**config.mk**
```make
export PLATFORM = sky130hd
export DESIGN_NAME = newton_cubic_fractal_iterate_unit
export DESIGN_NICKNAME = d
export VERILOG_FILES = /design/src/design/ncf_pkg.sv /design/src/design/ncf_mul.sv /design/src/design/ncf_div.sv /design/src/design/newton_cubic_fractal_iterate_unit.sv
export VERILOG_INCLUDE_DIRS = /design/src /design/src/design
export SDC_FILE = /design/constraint.sdc
export NUM_CORES = 2
export LEC_CHECK = 0
export ABC_CLOCK_PERIOD_IN_PS = 29900
export BUFFER_PORTS_ARGS = -buffer_cell sky130_fd_sc_hd__clkbuf_2
export CAP_MARGIN = 0
export CORE_MARGIN = 2
export CORE_UTILIZATION = 35
export DETAILED_ROUTE_END_ITERATION = 7
export PLACE_DENSITY_LB_ADDON = 0.3
export SLEW_MARGIN = 0
export SYNTH_ARGS = -nofsm -noshare
export SYNTH_HDL_FRONTEND = slang
export SYNTH_SLANG_ARGS = --single-unit
```
**constraint.sdc**
```tcl
create_clock -name i_clk -period 29.9 [get_ports i_clk]
set_clock_uncertainty 0.05 [all_clocks]
set_input_delay 2.99 -clock i_clk [delete_from_list [all_inputs] [get_ports i_clk]]
set_output_delay 2.99 -clock i_clk [all_outputs]
set_load 0.01 [all_outputs]
```
**src/design/newton_cubic_fractal_iterate_unit_defines.svh**
```systemverilog
// ----------------------------------------------------------------------------
// Newton cubic fractal assertion macros
// Shared concurrent assertion forms clocked on i_clk and gated by reset.
// ----------------------------------------------------------------------------
`ifndef NEWTON_CUBIC_FRACTAL_ITERATE_UNIT_DEFINES_SVH
`define NEWTON_CUBIC_FRACTAL_ITERATE_UNIT_DEFINES_SVH

// Consequent must hold in the same cycle as the antecedent.
`define NCF_ASSERT_SAME(lbl, ante, cons, msg) \
    lbl: assert property (@(posedge i_clk) disable iff (!i_rst_n) (ante) |-> (cons)) \
        else $error(msg);

// Consequent must hold in the cycle after the antecedent.
`define NCF_ASSERT_NEXT(lbl, ante, cons, msg) \
    lbl: assert property (@(posedge i_clk) disable iff (!i_rst_n) (ante) |=> (cons)) \
        else $error(msg);

`endif

```
**src/design/ncf_pkg.sv**
```systemverilog
// ----------------------------------------------------------------------------
// Newton cubic fractal package
// Sequencer states, register indexes and fixed datapath constants.
// ----------------------------------------------------------------------------
package ncf_pkg;

    localparam int MUL_W  = 33;
    localparam int PROD_W = 66;
    localparam int DATA_W = 32;

    localparam logic CFG_MAX_ITER = 1'b0;
    localparam logic CFG_NEAR_THR = 1'b1;

    localparam logic [DATA_W-1:0] THIRD_RECIP = 32'hAAAA_AAAB;
    localparam logic [DATA_W:0]   Q_SAT       = 33'h1_0000_0000 >> 1;

    typedef enum logic [4:0] {
        S_IDLE,
        S_CHK,
        S_MUL_XX,
        S_MUL_YY,
        S_MUL_XY,
        S_SUM,
        S_MUL_MS,
        S_DEN,
        S_DRE_GO,
        S_DRE_WAIT,
        S_DIM_GO,
        S_DIM_WAIT,
        S_MUL_KX,
        S_MUL_KY,
        S_UPD1,
        S_UPD2,
        S_UPD3,
        S_NEAR_XX,
        S_NEAR_YY,
        S_NEAR_CMP,
        S_FIN
    } t_state;

    typedef struct packed {
        logic busy;
        logic done;
    } t_div_stat;

endpackage

```
**src/design/ncf_mul.sv**
```systemverilog
// ----------------------------------------------------------------------------
// Newton cubic fractal multiplier
// Shared signed 33 by 33 bit multiplier with a registered product.
// ----------------------------------------------------------------------------
module ncf_mul (
    input  logic                                i_clk,
    input  logic signed [ncf_pkg::MUL_W-1:0]    i_a,
    input  logic signed [ncf_pkg::MUL_W-1:0]    i_b,
    output logic signed [ncf_pkg::PROD_W-1:0]   o_prod
);

    logic signed [ncf_pkg::PROD_W-1:0] r_prod;

    always_ff @(posedge i_clk) begin
        r_prod <= i_a * i_b;
    end

    assign o_prod = r_prod;

endmodule

```
**src/design/ncf_div.sv**
```systemverilog
// ----------------------------------------------------------------------------
// Newton cubic fractal divider
// Restoring divider, one quotient bit per cycle, saturating fixed-point result.
// ----------------------------------------------------------------------------
module ncf_div #(
    parameter int FRAC_BITS = 28,
    parameter int MAG_W     = 36,
    parameter int DEN_W     = 38
) (
    input  logic                          i_clk,
    input  logic                          i_rst_n,
    input  logic                          i_start,
    input  logic                          i_neg,
    input  logic [MAG_W-1:0]              i_mag,
    input  logic [DEN_W-1:0]              i_den,
    output ncf_pkg::t_div_stat            o_stat,
    output logic signed [ncf_pkg::DATA_W:0] o_quot
);

    localparam int DIVD_W = MAG_W + FRAC_BITS;
    localparam int CNT_W  = $clog2(DIVD_W + 1);

    logic              r_busy;
    logic              r_done;
    logic [CNT_W-1:0]  r_cnt;
    logic [DIVD_W-1:0] r_acc;
    logic [DEN_W-1:0]  r_rem;
    logic [DEN_W-1:0]  r_den;
    logic              r_neg;
    logic              r_zero;

    logic [DEN_W:0]    w_trial;
    logic              w_ge;
    logic [DEN_W:0]    w_diff;
    logic [DEN_W-1:0]  n_rem;
    logic [ncf_pkg::DATA_W:0] w_qmag;

    always_comb begin
        w_trial = {r_rem, r_acc[DIVD_W-1]};
        w_ge    = w_trial >= {1'b0, r_den};
        w_diff  = w_trial - {1'b0, r_den};
        n_rem   = w_ge ? w_diff[DEN_W-1:0] : w_trial[DEN_W-1:0];
    end

    always_ff @(posedge i_clk) begin
        if (!i_rst_n) begin
            r_busy <= 1'b0;
            r_done <= 1'b0;
            r_cnt  <= '0;
        end else begin
            r_done <= 1'b0;
            if (i_start) begin
                r_busy <= 1'b1;
                r_cnt  <= CNT_W'(DIVD_W);
            end else if (r_busy) begin
                r_cnt <= r_cnt - 1'b1;
                if (r_cnt == CNT_W'(1)) begin
                    r_busy <= 1'b0;
                    r_done <= 1'b1;
                end
            end
        end
    end

    always_ff @(posedge i_clk) begin
        if (i_start) begin
            r_acc  <= {i_mag, {FRAC_BITS{1'b0}}};
            r_rem  <= '0;
            r_den  <= i_den;
            r_neg  <= i_neg;
            r_zero <= (i_mag == '0);
        end else if (r_busy) begin
            r_acc <= {r_acc[DIVD_W-2:0], w_ge};
            r_rem <= n_rem;
        end
    end

    always_comb begin
        if (r_zero) begin
            w_qmag = '0;
        end else if (r_acc > DIVD_W'(ncf_pkg::Q_SAT)) begin
            w_qmag = ncf_pkg::Q_SAT;
        end else begin
            w_qmag = (ncf_pkg::DATA_W + 1)'(r_acc);
        end
        o_quot = r_neg ? -$signed(w_qmag) : $signed(w_qmag);
    end

    assign o_stat.busy = r_busy;
    assign o_stat.done = r_done;

endmodule

```
**src/design/newton_cubic_fractal_iterate_unit.sv**
```systemverilog
// ----------------------------------------------------------------------------
// Newton cubic fractal iterate unit
// Runs Newton's method for z^3+1 on one start point per transfer and reports
// the last iteration at which |z|^2 fell below the near threshold.
// ----------------------------------------------------------------------------
// The unit works on one point at a time and holds off new input until the
// current point is finished. An iteration uses eight steps on the shared
// multiplier, a handful of update steps and two divisions on the bit-serial
// divider, which sets the pace. An iteration that starts at exactly zero
// skips the multiplies and divisions and goes straight to the near check.
// The result sits in an output register, so the next point can start while
// the previous result waits.
// ----------------------------------------------------------------------------
`include "newton_cubic_fractal_iterate_unit_defines.svh"

module newton_cubic_fractal_iterate_unit #(
    parameter int FRAC_BITS  = 28,
    parameter int ITER_WIDTH = 12
) (
    input  logic                              i_clk,
    input  logic                              i_rst_n,
    input  logic                              i_cfg_we,
    input  logic                              i_cfg_idx,
    input  logic [ncf_pkg::DATA_W-1:0]        i_cfg_data,
    input  logic                              i_in_valid,
    output logic                              o_in_stall,
    input  logic signed [ncf_pkg::DATA_W-1:0] i_start_re,
    input  logic signed [ncf_pkg::DATA_W-1:0] i_start_im,
    output logic                              o_out_valid,
    input  logic                              i_out_stall,
    output logic [ITER_WIDTH-1:0]             o_last_near_iter,
    output logic                              o_zero_hit
);

    localparam int DW     = ncf_pkg::DATA_W;
    localparam int PW     = ncf_pkg::PROD_W;
    localparam int MW     = ncf_pkg::MUL_W;
    localparam int SW     = 64 - FRAC_BITS;
    localparam int NUM_W  = SW + 1;
    localparam int DEN_W  = 66 - FRAC_BITS;

    function automatic logic signed [SW-1:0] f_trunc(input logic signed [PW-1:0] p);
        logic signed [PW-1:0] b;
        b = p + $signed({{(PW - FRAC_BITS){1'b0}}, {FRAC_BITS{p[PW-1]}}});
        return SW'(b >>> FRAC_BITS);
    endfunction

    function automatic logic [DW-1:0] f_abs(input logic signed [DW-1:0] v);
        return v[DW-1] ? DW'(-v) : DW'(v);
    endfunction

    function automatic logic signed [DW:0] f_two_thirds(input logic signed [DW-1:0] v,
                                                        input logic [DW-1:0] k);
        logic [DW-1:0] a;
        logic [DW-1:0] r;
        logic [DW:0]   t;
        a = f_abs(v);
        r = a - (k + {k[DW-2:0], 1'b0});
        t = {k, 1'b0} + {{DW{1'b0}}, r[1]};
        return v[DW-1] ? -$signed(t) : $signed(t);
    endfunction

    function automatic logic signed [DW-1:0] f_clamp(input logic signed [DW+1:0] v);
        logic signed [DW+1:0] hi;
        logic signed [DW+1:0] lo;
        hi = (DW + 2)'(2147483647);
        lo = -(DW + 2)'(2147483647) - 1'b1;
        if (v > hi) begin
            return DW'(hi);
        end else if (v < lo) begin
            return DW'(lo);
        end
        return DW'(v);
    endfunction

    ncf_pkg::t_state r_state;
    ncf_pkg::t_state n_state;

    logic [ITER_WIDTH-1:0] r_max_iter;
    logic [DW-1:0]         r_near_thr;

    logic signed [DW-1:0]  r_x;
    logic signed [DW-1:0]  r_y;
    logic [ITER_WIDTH-1:0] r_iter;
    logic [ITER_WIDTH-1:0] r_last;
    logic                  r_hit;
    logic signed [SW-1:0]  r_xx;
    logic signed [SW-1:0]  r_yy;
    logic signed [SW-1:0]  r_xy;
    logic [DW-1:0]         r_ms;
    logic [DEN_W-1:0]      r_den;
    logic signed [DW:0]    r_tre;
    logic signed [DW:0]    r_tim;
    logic [DW-1:0]         r_kx;
    logic [DW-1:0]         r_ky;
    logic signed [DW:0]    r_tx;
    logic signed [DW:0]    r_ty;

    logic                  r_out_valid;
    logic [ITER_WIDTH-1:0] r_out_last;
    logic                  r_out_hit;

    logic signed [MW-1:0]  w_mul_a;
    logic signed [MW-1:0]  w_mul_b;
    logic signed [PW-1:0]  w_prod;

    logic                  w_div_start;
    logic signed [NUM_W-1:0] w_num;
    logic                  w_div_neg;
    logic [SW-1:0]         w_div_mag;
    ncf_pkg::t_div_stat    w_div_stat;
    logic signed [DW:0]    w_quot;

    logic                  w_in_xfer;
    logic signed [NUM_W-1:0] w_sum;
    logic [63:0]           w_sum64;
    logic [PW-1:0]         w_den_sh;
    logic signed [DW:0]    w_kx_ops;
    logic signed [NUM_W-1:0] w_mag2;

    assign w_in_xfer  = i_in_valid && !o_in_stall;
    assign o_in_stall = (r_state != ncf_pkg::S_IDLE);

    ncf_mul u_mul (
        .i_clk  (i_clk),
        .i_a    (w_mul_a),
        .i_b    (w_mul_b),
        .o_prod (w_prod)
    );

    ncf_div #(
        .FRAC_BITS (FRAC_BITS),
        .MAG_W     (SW),
        .DEN_W     (DEN_W)
    ) u_div (
        .i_clk   (i_clk),
        .i_rst_n (i_rst_n),
        .i_start (w_div_start),
        .i_neg   (w_div_neg),
        .i_mag   (w_div_mag),
        .i_den   (r_den),
        .o_stat  (w_div_stat),
        .o_quot  (w_quot)
    );

    always_comb begin
        n_state     = r_state;
        w_mul_a     = '0;
        w_mul_b     = '0;
        w_div_start = 1'b0;
        w_num       = '0;
        case (r_state)
            ncf_pkg::S_IDLE: begin
                if (w_in_xfer) begin
                    n_state = ncf_pkg::S_CHK;
                end
            end
            ncf_pkg::S_CHK: begin
                if (r_iter >= r_max_iter) begin
                    n_state = ncf_pkg::S_FIN;
                end else if (r_x == '0 && r_y == '0) begin
                    n_state = ncf_pkg::S_NEAR_XX;
                end else begin
                    n_state = ncf_pkg::S_MUL_XX;
                end
            end
            ncf_pkg::S_MUL_XX: begin
                w_mul_a = MW'(r_x);
                w_mul_b = MW'(r_x);
                n_state = ncf_pkg::S_MUL_YY;
            end
            ncf_pkg::S_MUL_YY: begin
                w_mul_a = MW'(r_y);
                w_mul_b = MW'(r_y);
                n_state = ncf_pkg::S_MUL_XY;
            end
            ncf_pkg::S_MUL_XY: begin
                w_mul_a = MW'(r_x);
                w_mul_b = MW'(r_y);
                n_state = ncf_pkg::S_SUM;
            end
            ncf_pkg::S_SUM: begin
                n_state = ncf_pkg::S_MUL_MS;
            end
            ncf_pkg::S_MUL_MS: begin
                w_mul_a = $signed({1'b0, r_ms});
                w_mul_b = $signed({1'b0, r_ms});
                n_state = ncf_pkg::S_DEN;
            end
            ncf_pkg::S_DEN: begin
                n_state = ncf_pkg::S_DRE_GO;
            end
            ncf_pkg::S_DRE_GO: begin
                w_num       = NUM_W'(r_xx) - NUM_W'(r_yy);
                w_div_start = 1'b1;
                n_state     = ncf_pkg::S_DRE_WAIT;
            end
            ncf_pkg::S_DRE_WAIT: begin
                if (w_div_stat.done) begin
                    n_state = ncf_pkg::S_DIM_GO;
                end
            end
            ncf_pkg::S_DIM_GO: begin
                w_num       = $signed({r_xy, 1'b0});
                w_div_start = 1'b1;
                n_state     = ncf_pkg::S_DIM_WAIT;
            end
            ncf_pkg::S_DIM_WAIT: begin
                if (w_div_stat.done) begin
                    n_state = ncf_pkg::S_MUL_KX;
                end
            end
            ncf_pkg::S_MUL_KX: begin
                w_mul_a = $signed({1'b0, f_abs(r_x)});
                w_mul_b = $signed({1'b0, ncf_pkg::THIRD_RECIP});
                n_state = ncf_pkg::S_MUL_KY;
            end
            ncf_pkg::S_MUL_KY: begin
                w_mul_a = $signed({1'b0, f_abs(r_y)});
                w_mul_b = $signed({1'b0, ncf_pkg::THIRD_RECIP});
                n_state = ncf_pkg::S_UPD1;
            end
            ncf_pkg::S_UPD1: begin
                n_state = ncf_pkg::S_UPD2;
            end
            ncf_pkg::S_UPD2: begin
                n_state = ncf_pkg::S_UPD3;
            end
            ncf_pkg::S_UPD3: begin
                n_state = ncf_pkg::S_NEAR_XX;
            end
            ncf_pkg::S_NEAR_XX: begin
                w_mul_a = MW'(r_x);
                w_mul_b = MW'(r_x);
                n_state = ncf_pkg::S_NEAR_YY;
            end
            ncf_pkg::S_NEAR_YY: begin
                w_mul_a = MW'(r_y);
                w_mul_b = MW'(r_y);
                n_state = ncf_pkg::S_NEAR_CMP;
            end
            ncf_pkg::S_NEAR_CMP: begin
                n_state = ncf_pkg::S_CHK;
            end
            ncf_pkg::S_FIN: begin
                if (!r_out_valid) begin
                    n_state = ncf_pkg::S_IDLE;
                end
            end
            default: begin
                n_state = ncf_pkg::S_IDLE;
            end
        endcase
    end

    always_comb begin
        w_div_neg = w_num[NUM_W-1];
        w_div_mag = w_div_neg ? SW'(-w_num) : SW'(w_num);
        w_sum     = NUM_W'(r_xx) + NUM_W'(r_yy);
        w_sum64   = 64'(w_sum);
        w_den_sh  = PW'(w_prod) >> FRAC_BITS;
        w_kx_ops  = f_two_thirds(r_x, r_kx);
        w_mag2    = NUM_W'(r_xx) + NUM_W'(f_trunc(w_prod));
    end

    always_ff @(posedge i_clk) begin
        if (!i_rst_n) begin
            r_state <= ncf_pkg::S_IDLE;
        end else begin
            r_state <= n_state;
        end
    end

    always_ff @(posedge i_clk) begin
        if (!i_rst_n) begin
            r_max_iter <= ITER_WIDTH'(64);
            r_near_thr <= DW'(268435);
        end else if (i_cfg_we) begin
            case (i_cfg_idx)
                ncf_pkg::CFG_MAX_ITER: r_max_iter <= i_cfg_data[ITER_WIDTH-1:0];
                ncf_pkg::CFG_NEAR_THR: r_near_thr <= i_cfg_data;
                default: begin
                end
            endcase
        end
    end

    always_ff @(posedge i_clk) begin
        if (!i_rst_n) begin
            r_out_valid <= 1'b0;
        end else begin
            if (o_out_valid && !i_out_stall) begin
                r_out_valid <= 1'b0;
            end
            if (r_state == ncf_pkg::S_FIN && !r_out_valid) begin
                r_out_valid <= 1'b1;
            end
        end
    end

    always_ff @(posedge i_clk) begin
        case (r_state)
            ncf_pkg::S_IDLE: begin
                if (w_in_xfer) begin
                    r_x    <= i_start_re;
                    r_y    <= i_start_im;
                    r_iter <= ITER_WIDTH'(1);
                    r_last <= '0;
                    r_hit  <= 1'b0;
                end
            end
            ncf_pkg::S_CHK: begin
                if (r_iter < r_max_iter && r_x == '0 && r_y == '0) begin
                    r_hit <= 1'b1;
                end
            end
            ncf_pkg::S_MUL_YY:   r_xx <= f_trunc(w_prod);
            ncf_pkg::S_MUL_XY:   r_yy <= f_trunc(w_prod);
            ncf_pkg::S_SUM: begin
                r_xy <= f_trunc(w_prod);
                r_ms <= (w_sum64 > 64'hFFFF_FFFF) ? '1 : w_sum64[DW-1:0];
            end
            ncf_pkg::S_DEN:      r_den <= DEN_W'(w_den_sh + (w_den_sh << 1));
            ncf_pkg::S_DRE_WAIT: r_tre <= w_quot;
            ncf_pkg::S_DIM_WAIT: r_tim <= w_quot;
            ncf_pkg::S_MUL_KY:   r_kx <= w_prod[64:33];
            ncf_pkg::S_UPD1: begin
                r_ky <= w_prod[64:33];
                r_tx <= w_kx_ops;
            end
            ncf_pkg::S_UPD2: begin
                r_ty <= f_two_thirds(r_y, r_ky);
                r_x  <= f_clamp((DW + 2)'(r_tx) - (DW + 2)'(r_tre));
            end
            ncf_pkg::S_UPD3:     r_y <= f_clamp((DW + 2)'(r_ty) + (DW + 2)'(r_tim));
            ncf_pkg::S_NEAR_YY:  r_xx <= f_trunc(w_prod);
            ncf_pkg::S_NEAR_CMP: begin
                if (64'(w_mag2) < 64'(r_near_thr)) begin
                    r_last <= r_iter;
                end
                r_iter <= r_iter + 1'b1;
            end
            ncf_pkg::S_FIN: begin
                if (!r_out_valid) begin
                    r_out_last <= r_last;
                    r_out_hit  <= r_hit;
                end
            end
            default: begin
            end
        endcase
    end

    assign o_out_valid      = r_out_valid;
    assign o_last_near_iter = r_out_last;
    assign o_zero_hit       = r_out_hit;

    `NCF_ASSERT_SAME(a_div_busy_in_wait, w_div_stat.busy,
        (r_state == ncf_pkg::S_DRE_WAIT || r_state == ncf_pkg::S_DIM_WAIT),
        "divider busy outside a wait state")
    `NCF_ASSERT_SAME(a_iter_in_range, r_state == ncf_pkg::S_MUL_XX,
        r_iter < r_max_iter, "iteration started past the loop bound")
    `NCF_ASSERT_NEXT(a_accept_leaves_idle, w_in_xfer, r_state == ncf_pkg::S_CHK,
        "input transfer did not start a point")

endmodule

```
==> flow_summary_export.csv <==
group,metric,value,unit
critical_path,r2r_end,"u_mul.o_prod[64]",
critical_path,reg2reg_setup_slack,16.54,ns
yosys,synth_fa_ha_area_share,35.6,%
critical_path,cp_slowest_cell,"a2111o_1",
sta,period_share,44.7,%
sta,setup_tns,0,ns
min_path,min_from,"r_den[26]",
cts,cts_inserted_buffers,89,
route,vias_per_cell,5.45,
grt,grt_max_degree,69,
critical_path,path_max_fanout,17,
route,dr.pass1.iters,6,
die,core.rowCount,179,
route,wl_per_cell,23.8,µm
die,initial_core_util,35.2,%
sta,setup_ws,16.54,ns
power,leakagePower,42.1,nW
yosys,yosysSeqAreaShare,24.3,%
critical_path,critPathMaxStageDelay,0.89,ns
yosys,ys_warn_count,0,
sta,slew_violations,0,
grt,antenna_found_initial,16,
power,irDropWorstVdd,0.0474,mV
critical_path,start_kind,"flop",
critical_path,reg2reg_from,"r_x[2]",
die,ios,117,
cts,post_cts_resized,0,
grt,grt_usage,24.1,%
min_path,holdPathEnd,"u_div.r_den[26]",
yosys,synth_top_family_by_area,"adder cells",
cts,cts.sinks,743,
route,vias,67169,
yosys,yosys_register_bits,743,
cts,cts_tree,"done",
sta,report.final.setup_viol,0,
yosys,synthCells,9100,
critical_path,path_common_cell,"fa_1",
sta,fin_crit,13.36,ns
die,die_h,494,µm
run,max-cap-violations,0,
route,first_iter_violations,5893,
sta,clock.fmax,0.0749,GHz
grt,grt_pass1_vias,69179,
route,drt_wl_total,293,mm
yosys,syn_area,0.0840,mm²
final_layout,layout-drive-gt1-share,5.92,%
cts,cts.reportedPaths.clkPinSlew,0.06,ns
placed_design,port_buffers,116,
yosys,synth_ff_type,"edfxtp_1",
sta,tightest_slew,1.24,ns
placed_design,hpwlAfterDp,231,mm
cts,post_cts_buffers,0,
critical_path,ff2ff_path_depth,36,
cts,htree_levels,3,
critical_path,path_class,"flop to flop",
cts,clkLatencyLatePin,0.74,ns
sta,rsz0062_at_grt,"no",
critical_path,cp.arrival,13.92,ns
yosys,synth_nets,10900,
cts,clock_path_buffers,3,
status,outcome,"completed",
route,drc,0,
sta,max-slew-margin-rel,16.9,%
yosys,synth-xor-area-share,4.55,%
yosys,async_flop_share,0,%
final_layout,nNetsFinal,10879,
yosys,synth_edf_count,552,
die,die_w,494,µm
final_layout,syn2layout_area_growth,9.35,%
power,pwr_density_cell,64.4,mW/mm²
critical_path,worstSetupStartpoint,"r_x[2]",
min_path,hold_depth,0,
sta,hold_viol_final,0,
die,core-area,0.238,mm²
yosys,yosys.area_share.simple,14.8,%
grt,grt_pass1_wl,441,mm
cts,cts_hold_buffers,0,
placed_design,dp_slack,16.80,ns
min_path,worstHoldPathType,"flop to flop",
yosys,synth.area.mux_share,0.696,%
yosys,ys_types,93,
placed_design,place_congestion,0.936,
die,dieArea,0.244,mm²
cts,clockRootBuffer,"clkbuf_16",
critical_path,endpoint_kind,"flop",
grt,overflow,0,
route,final_antenna_net_count,0,
critical_path,crit_required,30.46,ns
yosys,syn_area_per_cell,9.23,µm²
yosys,synth_compound_area_share,11.6,%
## registers in the layout (all words and copies together), names as in the netlist, 33 cells and up
register	cells
u_mul.o_prod	66
u_div.r_acc	64
r_den	38
u_div.r_den	38
u_div.r_rem	38
r_xx	36
r_xy	36
r_yy	36
r_tim	33
r_tre	33
r_tx	33
r_ty	33
## cell families (layout without fill, tap and decap cells)
family,after synthesis,count (layout)
AO/OA/AOI/OAI,1464,1464
XOR/XNOR,436,436
adder cells (fa/ha/maj),1698,1698
buffers and inverters,1890,1944
flip-flops,743,743
multiplexers,58,58
other,0,7
AND/OR/NAND/NOR,2811,2811
## Yosys cell counts, types with 37 or more instances
master | n | area [µm²]
a211oi_1 | 51 | 383
a21o_1 | 179 | 1340
a21oi_1 | 415 | 2080
a221o_1 | 51 | 510
a31oi_1 | 53 | 332
and2_1 | 71 | 444
and3_1 | 44 | 275
clkbuf_1 | 363 | 1360
dfxtp_1 | 191 | 3820
edfxtp_1 | 552 | 16600
fa_1 | 1152 | 23100
ha_1 | 546 | 6830
inv_1 | 1493 | 5600
mux2i_1 | 55 | 551
nand2_1 | 1108 | 4160
nand2b_1 | 64 | 400
nand3_1 | 112 | 561
nand4_1 | 62 | 388
nor2_1 | 942 | 3540
nor2b_1 | 61 | 382
nor3_1 | 107 | 536
o21a_1 | 48 | 360
o21ai_0 | 262 | 1310
o31ai_1 | 53 | 398
or3_1 | 62 | 388
or4_1 | 37 | 278
xnor2_1 | 303 | 2650
xor2_1 | 133 | 1160
## per-layer routing
metal / part of all wire, % / track usage (%) / vias up / routed length (µm)
met2: 45 / 38.0 / 2869 / 132000
met3: 9.2 / 5.85 / 666 / 26800
met5: 0.033 / 0 / - / 96
li1: - / - / 29707 / -
met1: 41 / 31.3 / 33915 / 119000
met4: 5.3 / 10.7 / 12 / 15500
## metrics by stage
stage          power, mW  area [µm²]  hold slack (ns)  utilization (%)  instances
2_1_floorplan       3.50       84000            0.350                -       9100
3_3_place_gp        4.65       88700            0.354             37.2      12155
3_5_place_dp        4.68       88700            0.355             37.2      12155
4_1_cts             5.91       91800            0.370             38.5      12321
5_1_grt             6.31       91800            0.373             38.5      12323
6_report            5.92       91800            0.370             38.5      12328
## cell usage in the layout (no fill, tap or decap), types with 20 or more instances in the layout
| master | count |
|---|---|
| a211o_1 | 20 |
| a211oi_1 | 50 |
| nor4_1 | 34 |
| nand3_1 | 111 |
| nand2b_1 | 63 |
| buf_4 | 167 |
| nor2_1 | 933 |
| dfxtp_1 | 190 |
| ha_1 | 546 |
| a221o_1 | 50 |
| nand4_1 | 62 |
| and4_1 | 24 |
| xor2_1 | 133 |
| a31oi_1 | 52 |
| o21ai_0 | 260 |
| a21o_1 | 179 |
| or2_2 | 22 |
| o31ai_1 | 52 |
| xnor2_1 | 303 |
| fa_1 | 1151 |
| edfxtp_1 | 552 |
| inv_1 | 1491 |
| and3_1 | 44 |
| clkbuf_2 | 116 |
| nand2_1 | 1107 |
| o211ai_1 | 25 |
| or3_1 | 62 |
| o21bai_1 | 36 |
| and2_1 | 71 |
| mux2i_1 | 55 |
| o21a_1 | 48 |
| clkbuf_16 | 90 |
| o41ai_1 | 27 |
| nor3_1 | 101 |
| nor2b_1 | 61 |
| or4_1 | 37 |
| a21oi_1 | 414 |
| a22oi_1 | 22 |
## report_power, final
part	total, mW	switching, mW	internal [mW]
clock	1.19	0.505	0.688
combinational	3.25	2.15	1.11
sequential	1.47	0.189	1.28
total	5.92	2.84	3.07
## final cells by class
type	count	area (µm²)
Clock buffer	99	2320
Timing Repair Buffer	283	1830
Antenna cell	7	17.5
Sequential cell	743	20400
Tap cell	3167	3960
Multi-Input combinational cell	6467	56900
Inverter	1495	5610
Fill cell	23837	146000
Clock inverter	67	838
## worst max-delay path, delay by kind of cell (launching register included)
| family | cells | cell delay (ns) |
|---|---|---|
| AO/OA/AOI/OAI | 7 | 3.25 |
| XOR/XNOR | 1 | 0.10 |
| adder cells (fa/ha/maj) | 9 | 4.56 |
| buffers and inverters | 5 | 0.27 |
| flip-flops | 1 | 0.48 |
| AND/OR/NAND/NOR | 14 | 4.48 |
## worst max path at each step
| stage | cells after the start | slack, ns | end |
|---|---|---|---|
| after floorplan | 33 | 16.26 | u_mul.o_prod[65] |
| after global placement | 36 | 17.02 | u_mul.o_prod[64] |
| after detailed placement | 36 | 16.80 | u_mul.o_prod[64] |
| after CTS | 36 | 16.70 | u_mul.o_prod[64] |
| after global routing | 37 | 16.05 | u_mul.o_prod[62] |
| final | 36 | 16.54 | u_mul.o_prod[64] |
No activity file was read; power rests on OpenSTA's default activity.
